==> src/hdl/sfd_pkg.sv <==
package sfd_pkg;

	localparam int NSERVO = 6;
	localparam logic [7:0] HDR_BYTE = 8'h55;
	localparam logic [7:0] LEN_SINGLE = 8'd8;
	localparam logic [7:0] LEN_GROUP = 8'h17;
	localparam logic [7:0] ID_FIRST = 8'h01;
	localparam logic [7:0] ID_LAST = 8'h06;
	localparam logic [4:0] POS_LEN = 5'd2;
	localparam logic [4:0] POS_MIN = 5'd3;
	localparam logic [4:0] POS_DUR_LO = 5'd5;
	localparam logic [4:0] POS_DUR_HI = 5'd6;
	localparam logic [4:0] POS_ID = 5'd7;
	localparam logic [4:0] POS_LO = 5'd8;
	localparam logic [4:0] POS_HI = 5'd9;
	localparam logic [4:0] SINGLE_BYTES = 5'd10;
	localparam logic [4:0] GROUP_BYTES = 5'd25;

	typedef enum logic [2:0] {
		ST_BAD_HDR = 3'd0,
		ST_SINGLE  = 3'd1,
		ST_GROUP   = 3'd2,
		ST_UNKNOWN = 3'd3,
		ST_SHORT   = 3'd4
	} status_t;

	typedef enum logic [1:0] {
		ROLE_NONE = 2'd0,
		ROLE_ID   = 2'd1,
		ROLE_LO   = 2'd2,
		ROLE_HI   = 2'd3
	} slot_role_t;

	typedef struct packed {
		slot_role_t role;
		logic [2:0] idx;
	} slot_t;

	// parser state as it stands once the current byte is taken in
	typedef struct packed {
		logic [4:0]                   count;
		logic                         header_good;
		logic [7:0]                   length_code;
		logic [7:0]                   target_id;
		logic                         ids_in_order;
		logic [15:0]                  pend_dur;
		logic [NSERVO-1:0][15:0]      pend_goal;
	} frame_view_t;

	typedef struct packed {
		status_t                      status;
		logic                         applied;
		logic [15:0]                  move_duration;
		logic [NSERVO-1:0][15:0]      pulse;
	} result_t;

	// where a byte of a group frame lands: ID, low or high byte of servo idx
	function automatic slot_t group_slot(input logic [4:0] pos);
		slot_t s;
		s.role = ROLE_NONE;
		s.idx = '0;
		for (int k = 0; k < NSERVO; k++) begin
			if (pos == 5'(POS_ID + 3 * k)) begin
				s.role = ROLE_ID;
				s.idx = 3'(k);
			end
			if (pos == 5'(POS_ID + 3 * k + 1)) begin
				s.role = ROLE_LO;
				s.idx = 3'(k);
			end
			if (pos == 5'(POS_ID + 3 * k + 2)) begin
				s.role = ROLE_HI;
				s.idx = 3'(k);
			end
		end
		return s;
	endfunction

endpackage

==> src/hdl/sfd_parser.sv <==
module sfd_parser import sfd_pkg::*; (
	input  logic        clk,
	input  logic        arst_n,
	input  logic        fire,
	input  logic        last,
	input  logic [7:0]  rx_byte,
	output frame_view_t view
);

	logic [4:0]              pos_q;
	logic                    hdr_ok_q;
	logic [7:0]              len_q;
	logic [7:0]              id_q;
	logic [7:0]              lo_q;
	logic                    ids_ok_q;
	logic [15:0]             pend_dur_q;
	logic [NSERVO-1:0][15:0] pend_goal_q;

	logic [7:0] lo_next;
	slot_t      slot;

	assign slot = group_slot(pos_q);

	always_comb begin
		view.count = (pos_q == GROUP_BYTES) ? GROUP_BYTES : pos_q + 5'd1;
		view.header_good = hdr_ok_q;
		view.length_code = len_q;
		view.target_id = id_q;
		view.ids_in_order = ids_ok_q;
		view.pend_dur = pend_dur_q;
		view.pend_goal = pend_goal_q;
		lo_next = lo_q;
		if (pos_q < POS_LEN) begin
			if (rx_byte != HDR_BYTE) view.header_good = 1'b0;
		end else if (pos_q == POS_LEN) begin
			view.length_code = rx_byte;
		end else if (pos_q < GROUP_BYTES) begin
			if (len_q == LEN_SINGLE) begin
				if (pos_q == POS_ID) view.target_id = rx_byte;
				else if (pos_q == POS_LO) lo_next = rx_byte;
				else if (pos_q == POS_HI) view.pend_goal[0] = {rx_byte, lo_q};
			end else if (len_q == LEN_GROUP) begin
				if (pos_q == POS_DUR_LO) begin
					lo_next = rx_byte;
				end else if (pos_q == POS_DUR_HI) begin
					view.pend_dur = {rx_byte, lo_q};
				end else begin
					unique case (slot.role)
						ROLE_ID: if (rx_byte != 8'({5'd0, slot.idx} + 8'd1))
							view.ids_in_order = 1'b0;
						ROLE_LO: lo_next = rx_byte;
						ROLE_HI: view.pend_goal[slot.idx] = {rx_byte, lo_q};
						default: ;
					endcase
				end
			end
		end
	end

	// pending store keeps its contents across frames; only per-frame state is cleared
	always_ff @(posedge clk or negedge arst_n) begin
		if (!arst_n) begin
			pos_q <= '0;
			hdr_ok_q <= 1'b1;
			len_q <= '0;
			id_q <= '0;
			lo_q <= '0;
			ids_ok_q <= 1'b1;
		end else if (fire) begin
			if (last) begin
				pos_q <= '0;
				hdr_ok_q <= 1'b1;
				len_q <= '0;
				id_q <= '0;
				lo_q <= '0;
				ids_ok_q <= 1'b1;
			end else begin
				pos_q <= view.count;
				hdr_ok_q <= view.header_good;
				len_q <= view.length_code;
				id_q <= view.target_id;
				lo_q <= lo_next;
				ids_ok_q <= view.ids_in_order;
			end
		end
	end

	always_ff @(posedge clk) begin
		if (fire) begin
			pend_dur_q <= view.pend_dur;
			pend_goal_q <= view.pend_goal;
		end
	end

endmodule

==> src/hdl/sfd_goal_store.sv <==
module sfd_goal_store import sfd_pkg::*; (
	input  logic        clk,
	input  logic        arst_n,
	input  logic        commit,
	input  frame_view_t view,
	output result_t     res
);

	logic [15:0]             dur_q;
	logic [NSERVO-1:0][15:0] goal_q;
	logic                    id_ok;

	assign id_ok = (view.target_id >= ID_FIRST) && (view.target_id <= ID_LAST);

	always_comb begin
		res.status = ST_UNKNOWN;
		res.applied = 1'b0;
		res.move_duration = dur_q;
		res.pulse = goal_q;
		priority if (!view.header_good) begin
			res.status = ST_BAD_HDR;
		end else if (view.count < POS_MIN) begin
			res.status = ST_SHORT;
		end else if (view.length_code == LEN_SINGLE) begin
			if (view.count < SINGLE_BYTES) begin
				res.status = ST_SHORT;
			end else begin
				res.status = ST_SINGLE;
				if (id_ok) begin
					res.applied = 1'b1;
					for (int i = 0; i < NSERVO; i++) begin
						if (view.target_id == 8'(i + 1)) res.pulse[i] = view.pend_goal[0];
					end
				end
			end
		end else if (view.length_code == LEN_GROUP) begin
			if (view.count < GROUP_BYTES) begin
				res.status = ST_SHORT;
			end else begin
				res.status = ST_GROUP;
				if (view.ids_in_order) begin
					res.applied = 1'b1;
					res.move_duration = view.pend_dur;
					res.pulse = view.pend_goal;
				end
			end
		end else begin
			res.status = ST_UNKNOWN;
		end
	end

	always_ff @(posedge clk or negedge arst_n) begin
		if (!arst_n) begin
			dur_q <= '0;
			goal_q <= '0;
		end else if (commit) begin
			dur_q <= res.move_duration;
			goal_q <= res.pulse;
		end
	end

endmodule

==> src/hdl/servo_command_frame_decoder.sv <==
// Channel   Handshake               Payload
// input     in_valid / in_ready     rx_byte[7:0], frame_end
// output    out_valid / out_ready   status[2:0], applied, move_duration[15:0],
//                                   pulse_ch0..pulse_ch5[15:0]
//
// One byte per cycle while out_ready does not stall the output. A byte is
// held in the input register, where the parser and goal store act on it; a
// frame_end beat gives its result beat from the output register. Reset
// clears per-frame state, goals and move time; pending values are left
// unset. A stalled result holds the input register, and in_ready drops
// only while both the input and output registers are full.
module servo_command_frame_decoder import sfd_pkg::*; (
	input  logic        clk,
	input  logic        arst_n,
	input  logic        in_valid,
	output logic        in_ready,
	input  logic [7:0]  rx_byte,
	input  logic        frame_end,
	output logic        out_valid,
	input  logic        out_ready,
	output logic [2:0]  status,
	output logic        applied,
	output logic [15:0] move_duration,
	output logic [15:0] pulse_ch0,
	output logic [15:0] pulse_ch1,
	output logic [15:0] pulse_ch2,
	output logic [15:0] pulse_ch3,
	output logic [15:0] pulse_ch4,
	output logic [15:0] pulse_ch5
);

	// input register
	logic       valid_s1;
	logic [7:0] byte_s1;
	logic       last_s1;

	// output register
	logic       out_valid_q;
	result_t    res_q;

	logic        advance;
	logic        fire;
	logic        commit;
	frame_view_t view;
	result_t     res;

	// stage 1 moves on when the output register is empty or being drained
	assign advance = !out_valid_q || out_ready;
	assign in_ready = !valid_s1 || advance;
	assign fire = valid_s1 && advance;
	assign commit = fire && last_s1;

	always_ff @(posedge clk or negedge arst_n) begin
		if (!arst_n) begin
			valid_s1 <= 1'b0;
		end else if (in_ready) begin
			valid_s1 <= in_valid;
		end
	end

	always_ff @(posedge clk) begin
		if (in_ready && in_valid) begin
			byte_s1 <= rx_byte;
			last_s1 <= frame_end;
		end
	end

	sfd_parser u_parser (
		.clk     (clk),
		.arst_n  (arst_n),
		.fire    (fire),
		.last    (last_s1),
		.rx_byte (byte_s1),
		.view    (view)
	);

	sfd_goal_store u_goals (
		.clk    (clk),
		.arst_n (arst_n),
		.commit (commit),
		.view   (view),
		.res    (res)
	);

	// result beat only for the last byte of a frame
	always_ff @(posedge clk or negedge arst_n) begin
		if (!arst_n) begin
			out_valid_q <= 1'b0;
		end else if (advance) begin
			out_valid_q <= commit;
		end
	end

	always_ff @(posedge clk) begin
		if (commit) begin
			res_q <= res;
		end
	end

	assign out_valid = out_valid_q;
	assign status = res_q.status;
	assign applied = res_q.applied;
	assign move_duration = res_q.move_duration;
	assign pulse_ch0 = res_q.pulse[0];
	assign pulse_ch1 = res_q.pulse[1];
	assign pulse_ch2 = res_q.pulse[2];
	assign pulse_ch3 = res_q.pulse[3];
	assign pulse_ch4 = res_q.pulse[4];
	assign pulse_ch5 = res_q.pulse[5];

endmodule
==> config.mk <==
export PLATFORM = sky130hd
export DESIGN_NAME = servo_command_frame_decoder
export DESIGN_NICKNAME = d
export VERILOG_FILES = /design/src/hdl/sfd_pkg.sv /design/src/hdl/sfd_parser.sv /design/src/hdl/sfd_goal_store.sv /design/src/hdl/servo_command_frame_decoder.sv
export SDC_FILE = /design/constraint.sdc
export NUM_CORES = 1
export LEC_CHECK = 0
export ABC_AREA = 1
export ABC_CLOCK_PERIOD_IN_PS = 10450
export BUFFER_PORTS_ARGS = -buffer_cell sky130_fd_sc_hd__buf_2
export CAP_MARGIN = 5
export CELL_PAD_IN_SITES_DETAIL_PLACEMENT = 1
export CELL_PAD_IN_SITES_GLOBAL_PLACEMENT = 1
export CORE_MARGIN = 1.5
export CORE_UTILIZATION = 30
export CTS_CLUSTER_DIAMETER = 100
export DETAILED_ROUTE_END_ITERATION = 6
export HOLD_SLACK_MARGIN = 0.03
export PLACE_DENSITY_LB_ADDON = 0.1
export SLEW_MARGIN = 40
export SYNTH_ARGS = -nofsm -noshare
export SYNTH_HDL_FRONTEND = slang
export SYNTH_HIERARCHICAL = 1
export SYNTH_SLANG_ARGS = --single-unit
export TNS_END_PERCENT = 30
==> constraint.sdc <==
create_clock -name clk -period 10.45 [get_ports clk]
set_input_delay 0 -clock clk [delete_from_list [all_inputs] [get_ports clk]]
set_output_delay 0 -clock clk [all_outputs]
set_load 0.1 [all_outputs]
==> results.cfg, run 1 <==
[global_routing]
grt_usage_pct = 20.3
grt_remaining_overflow = 0
grt_pass1_wl_um = 102000
antenna_found_initial = 2
grt_pass1_vias = 16400
grt_start_max_net_pins = 126

[logic_synthesis]
synth_cell_type_count = 42
yosys_warnings = 6
synth_top_area_cell = edfxtp_1
synth_edf_count = 237
yosys.area.top_type_share_pct = 36.6
synth_area_per_cell_um2 = 8.25
ys_async_sr_fraction_pct = 38.0
syn-num-nets = 2378
ys.flop_type = edfxtp_1
synth-seq-cells = 382
synthCells = 2359
seq_area_frac_synth_pct = 55.2
synthTopCellsByArea = edfxtp_1, dfrtp_1, nand2_1
syn-cell-area_um2 = 19500

[timing]
slew_headroom_pct = 43.8
worst_slew_pin_slew_ns = 0.842
slew_violations = 0
grt_setup_unrepaired = false
finalHoldViolations = 0
fin_tns_setup_ns = 0
fin_skew_ns = 0.0203
min_period_ns = 4.78
fmax_ghz = 0.209
setup_viol = 0
period_share_pct = 45.8

[final_layout]
top_regs = u_goals/goal_q x96, u_parser/pend_goal_q x96
area_growth_pct = 16.8
final_area_um2 = 22700
layout_common_cells = nand2_1, inv_1, nor2_1
final_common_cell = nand2_1
diodes = 0
nNetsFinal = 2491
drive_gt1_share_pct = 14.5

[routing]
vias = 16000
drt_iter0_drc = 1006
vias_per_cell = 4.74
drc_errors = 0
drt_wl_total_um = 67200
ant_nets = 0
wl_per_cell_um = 20.0
drtPass1Iterations = 5

[power_and_ir_drop]
ir_drop_mv = 0.114
p_leak_nw = 11.1
powerDensity_nw_per_um2 = 195

[clock_network]
h-tree-depth = 2
clock_sink_count = 382
insertion_delay_ns = 0.60
path_clk_slew_ns = 0.06
cts_buffers = 47
clock-root-buffer = clkbuf_16
clockBufferDepth = 3
cts_tree = done
cts_resized = 0

[floorplanning]
pin_count = 131
die-area_um2 = 66400
chipHeight_um = 258
initial_core_util_pct = 30.2
fp.dieW_um = 258
core_um2 = 64300
num_rows = 93

[worst_setup_path]
required_ns = 10.98
cpMaxStageDelayCell = dfrtp_1
worstPathArrival_ns = 5.32
cp-start-kind = flip-flop
crit_path_end_kind = flip-flop
cp_max_fo = 64
path_class = reg -> reg
cpPeakStageDelay_ns = 0.41
cp_common_cell = nand2_1

[placement]
hpwl_um = 44100
io_buffers = 130
place_area_um2 = 20900
gp_congestion = 0.874

[worst_hold_path]
hp-class = in -> reg

[run_status]
status = completed

[job]
drv_cap = 0
[synthesized netlist by cell type, types with 3 or more instances]
| master | count |
|---|---|
| a21oi_1 | 17 |
| a31oi_1 | 17 |
| and2_1 | 16 |
| buf_1 | 4 |
| buf_2 | 33 |
| buf_4 | 7 |
| buf_6 | 11 |
| clkbuf_1 | 41 |
| clkinv_1 | 9 |
| dfrtp_1 | 143 |
| edfxtp_1 | 237 |
| ha_1 | 6 |
| inv_1 | 300 |
| inv_2 | 24 |
| nand2_1 | 801 |
| nand2_2 | 62 |
| nand2_4 | 6 |
| nand3_1 | 163 |
| nand3_2 | 6 |
| nand4_1 | 34 |
| nand4_2 | 5 |
| nor2_1 | 253 |
| nor2_2 | 9 |
| nor2_4 | 6 |
| nor4_1 | 3 |
| o21a_1 | 8 |
| o21ai_0 | 91 |
| o21ai_1 | 17 |
| o22ai_1 | 10 |
[path summary, 6_finish.rpt]
kind	from	endpoint	slack, ns	cells after the start
min in group asynchronous	arst_n	u_goals/goal_q[20]	0.50	3
max in group asynchronous	arst_n	u_goals/goal_q[81]	8.83	4
min reg2reg	u_goals/goal_q[20]	u_goals/goal_q[20]	0.48	2
max	u_parser/pos_q[0]	u_goals/goal_q[49]	5.67	32
min	rx_byte[2]	byte_s1[2]	0.13	2
max reg2reg	u_parser/pos_q[0]	u_goals/goal_q[49]	5.67	32
[layer usage]
layer  track usage, %  routed length [µm]
met5                0                   0
met4             7.13                2340
met3             2.78                2390
met2             34.0               31900
met1             26.9               30500
[through the flow]
step / worst slack, ns / total power [W] / utilization [%] / cells / hold WS (ns)
after global placement: 5.10 / 0.00263 / 32.3 / 3261 / 0.131
after CTS: 5.42 / 0.00450 / 35.3 / 3366 / 0.0811
after floorplan: 2.50 / 0.00243 / - / 2359 / -0.296
after global routing: 5.12 / 0.00463 / 35.3 / 3366 / 0.110
final: 5.67 / 0.00443 / 35.3 / 3366 / 0.126
after detailed placement: 5.45 / 0.00266 / 32.4 / 3263 / 0.0642
[cell type report]
class                           instances  area [µm²]
Tap cell                              855        1070
Inverter                              334        1260
Clock buffer                           49        1210
Timing Repair Buffer                  160         968
Multi-Input combinational cell       1547        6980
Clock inverter                         39         482
Sequential cell                       382       10700
Fill cell                            7659       41600
[kinds of logic after synthesis]
group / synth area share (%)
xor+xnor: 0.0900
simple gates: 30.6
compound gates: 4.67
flops: 55.2
fa+ha+maj: 0.386
buf+inv: 9.09
[power breakdown]
part           leakage (nW)  internal, W  switching [W]  total (W)
Clock                 0.830      0.00110       0.000709    0.00181
Sequential             4.22      0.00177      0.0000703    0.00184
Combinational          6.01     0.000148       0.000634   0.000783
[what timing repair did]
action	4_1_cts	5_1_grt
setup buffers	0	0
endpoints found under the hold margin	94	0
hold buffers	15	0
[worst max-delay path, delay by kind of cell (launching register included)]
kind	cells	cell delay (ns)
buffers and inverters	4	0.51
AOI/OAI and AO/OA	5	0.53
adders and majority gates	2	0.56
and+or+nand+nor	21	2.68
DFF	1	0.41
Power figures use the tool's default switching activity.
==> run 2, diff against run 1 <==
--- a/config.mk
+++ b/config.mk
@@ -6,7 +6,7 @@
 export NUM_CORES = 1
 export LEC_CHECK = 0
 export ABC_AREA = 1
-export ABC_CLOCK_PERIOD_IN_PS = 10450
+export ABC_CLOCK_PERIOD_IN_PS = 5000
 export BUFFER_PORTS_ARGS = -buffer_cell sky130_fd_sc_hd__buf_2
 export CAP_MARGIN = 5
 export CELL_PAD_IN_SITES_DETAIL_PLACEMENT = 1
==> constraint.sdc (replaced) <==
create_clock -name clk -period 5 [get_ports clk]
set_input_delay 0 -clock clk [delete_from_list [all_inputs] [get_ports clk]]
set_output_delay 0 -clock clk [all_outputs]
set_load 0.1 [all_outputs]
==> results.cfg, run 2 (synthesized netlist as in run 1, its figures left out) <==
[final_layout]
final_common_cell = nand2_1
area_growth_pct = 17.5
drive_gt1_share_pct = 15.6
seq_area_um2 = 10700
layout_common_cells = nand2_1, inv_1, nor2_1
top_regs = u_goals/goal_q x96, u_parser/pend_goal_q x96
fillers = 7737
nNetsFinal = 2540
multiInputGateArea_um2 = 6960
final_area_um2 = 22900

[timing]
slew_violations = 0
grt_setup_unrepaired = false
fmax_ghz = 0.224
slew_headroom_pct = 44.1
fin_skew_ns = 0.0165
period_share_pct = 89.3
worst_slew_pin_slew_ns = 0.839
min_period_ns = 4.47
finalWorstSetupSlack_ns = 0.533
setup_viol = 0
finalHoldViolations = 0

[routing]
vias_per_cell = 4.70
vias = 16000
drt_wl_total_um = 67700
ant_nets = 0
drc_errors = 0
drtPass1Iterations = 5
drt_iter0_drc = 965
wl_per_cell_um = 19.8

[placement]
hpwl_um = 45500
gp_congestion = 0.816
preCtsSetupSlack_ns = 0.468
io_buffers = 130
place_area_um2 = 21200

[floorplanning]
num_rows = 93
fp.dieW_um = 258
die-area_um2 = 66400
core_um2 = 64300
chipHeight_um = 258
pin_count = 131
initial_core_util_pct = 30.2

[power_and_ir_drop]
powerDensity_nw_per_um2 = 387
switching_share_pct = 32.5
power.switching_w = 0.00288
power_frac_comb_pct = 18.7
p_leak_nw = 11.2
p_clk_share_pct = 37.8
seqPwrFrac_pct = 43.5
p_int_w = 0.00598
ir_drop_mv = 0.198

[global_routing]
antenna_found_initial = 0
grt_start_max_net_pins = 137
grt_pass1_vias = 16600
grt_usage_pct = 20.4
grt_remaining_overflow = 0
grt_pass1_wl_um = 103000

[worst_setup_path]
r2r-start = u_parser/pos_q[1]
required_ns = 5.46
r2r_setup_slack_ns = 0.53
worstPathArrival_ns = 4.93
cpMaxStageDelayCell = dfrtp_1
cp_common_cell = nand2_1
cpPeakStageDelay_ns = 0.44
critPathCapture = u_goals/goal_q[33]
cp-start-kind = flip-flop
crit_start = u_parser/pos_q[1]
reg2reg_to = u_goals/goal_q[33]
path_class = reg -> reg
cp_max_fo = 19
rr_worst_depth = 34
crit_path_end_kind = flip-flop

[clock_network]
cts_buffers = 47
cts_tree = done
insertion_delay_ns = 0.58
h-tree-depth = 2
path_clk_slew_ns = 0.06
clock-root-buffer = clkbuf_16
clockBufferDepth = 3
clock_sink_count = 382

[worst_hold_path]
hp-class = in -> reg

[job]
drv_cap = 0

[run_status]
status = completed
[run 2: cell types whose count changed in the layout (fill, tap and decap cells not counted), moves of 3 or more]
cell | before | now
buf_12 | 1 | 5
buf_4 | 9 | 59
buf_6 | 3 | 0
bufinv_16 | 10 | 3
clkbuf_1 | 0 | 10
clkinv_2 | 12 | 9
[run 2: worst min path at each step]
stage,start,to,cells past startpoint
after floorplan,arst_n,out_valid,0
after global placement,arst_n,u_goals/goal_q[55],1
after detailed placement,arst_n,u_goals/goal_q[55],1
after CTS,rx_byte[4],byte_s1[4],2
after global routing,rx_byte[6],byte_s1[6],2
final,rx_byte[5],byte_s1[5],2
[run 2: power groups by stage]
stage	sequential, W	combinational [W]	clock, W
6_report	0.00385	0.00166	0.00335
5_1_grt	0.00388	0.00181	0.00358
4_1_cts	0.00386	0.00167	0.00348
3_5_place_dp	0.00392	0.00166	0
3_3_place_gp	0.00391	0.00162	0
2_1_floorplan	0.00433	0.000737	0
[run 2: layer usage]
| metal | up-vias | routed length [µm] | global-route usage [%] |
|---|---|---|---|
| met3 | 92 | 2130 | 2.88 |
| met4 | 0 | 2130 | 6.77 |
| met1 | 7967 | 30900 | 26.8 |
| met5 | - | 0 | 0 |
| met2 | 234 | 32500 | 34.3 |
| li1 | 7752 | - | - |
[run 2: per-stage QoR]
stage | hold slack [ns] | std cells | setup TNS [ns] | total power [W] | util (%)
after global placement | 0.123 | 3310 | 0 | 0.00553 | 33.0
after global routing | 0.124 | 3411 | 0 | 0.00927 | 35.5
after CTS | 0.0954 | 3409 | 0 | 0.00901 | 35.5
after floorplan | -0.296 | 2359 | -7.02 | 0.00506 | -
final | 0.130 | 3412 | 0 | 0.00886 | 35.5
after detailed placement | 0.0489 | 3310 | 0 | 0.00558 | 33.0
[run 2: area by class of cell]
cell class / count / area share [%]
tap: 855 / 4.68
clock inverter: 23 / 0.897
sequential: 382 / 47.0
inverter: 334 / 5.51
multi-input combinational: 1547 / 30.4
timing repair buffer: 209 / 5.92
clock buffer: 61 / 5.55
antenna: 1 / 0.0109
[run 2: worst max-delay path: cells and delay by family (launching register included)]
family / cells / cell delay (ns)
AND/OR/NAND/NOR: 21 / 2.18
flip-flops: 1 / 0.44
adder cells (fa/ha/maj): 2 / 0.60
buffers and inverters: 6 / 0.62
AO/OA/AOI/OAI: 5 / 0.49
[run 2: repair_timing]
item,CTS,global route
hold endpoints to repair,150,0
setup buffers,0,2
hold buffers,15,0
setup endpoints to repair,0,73
resized for setup,0,1
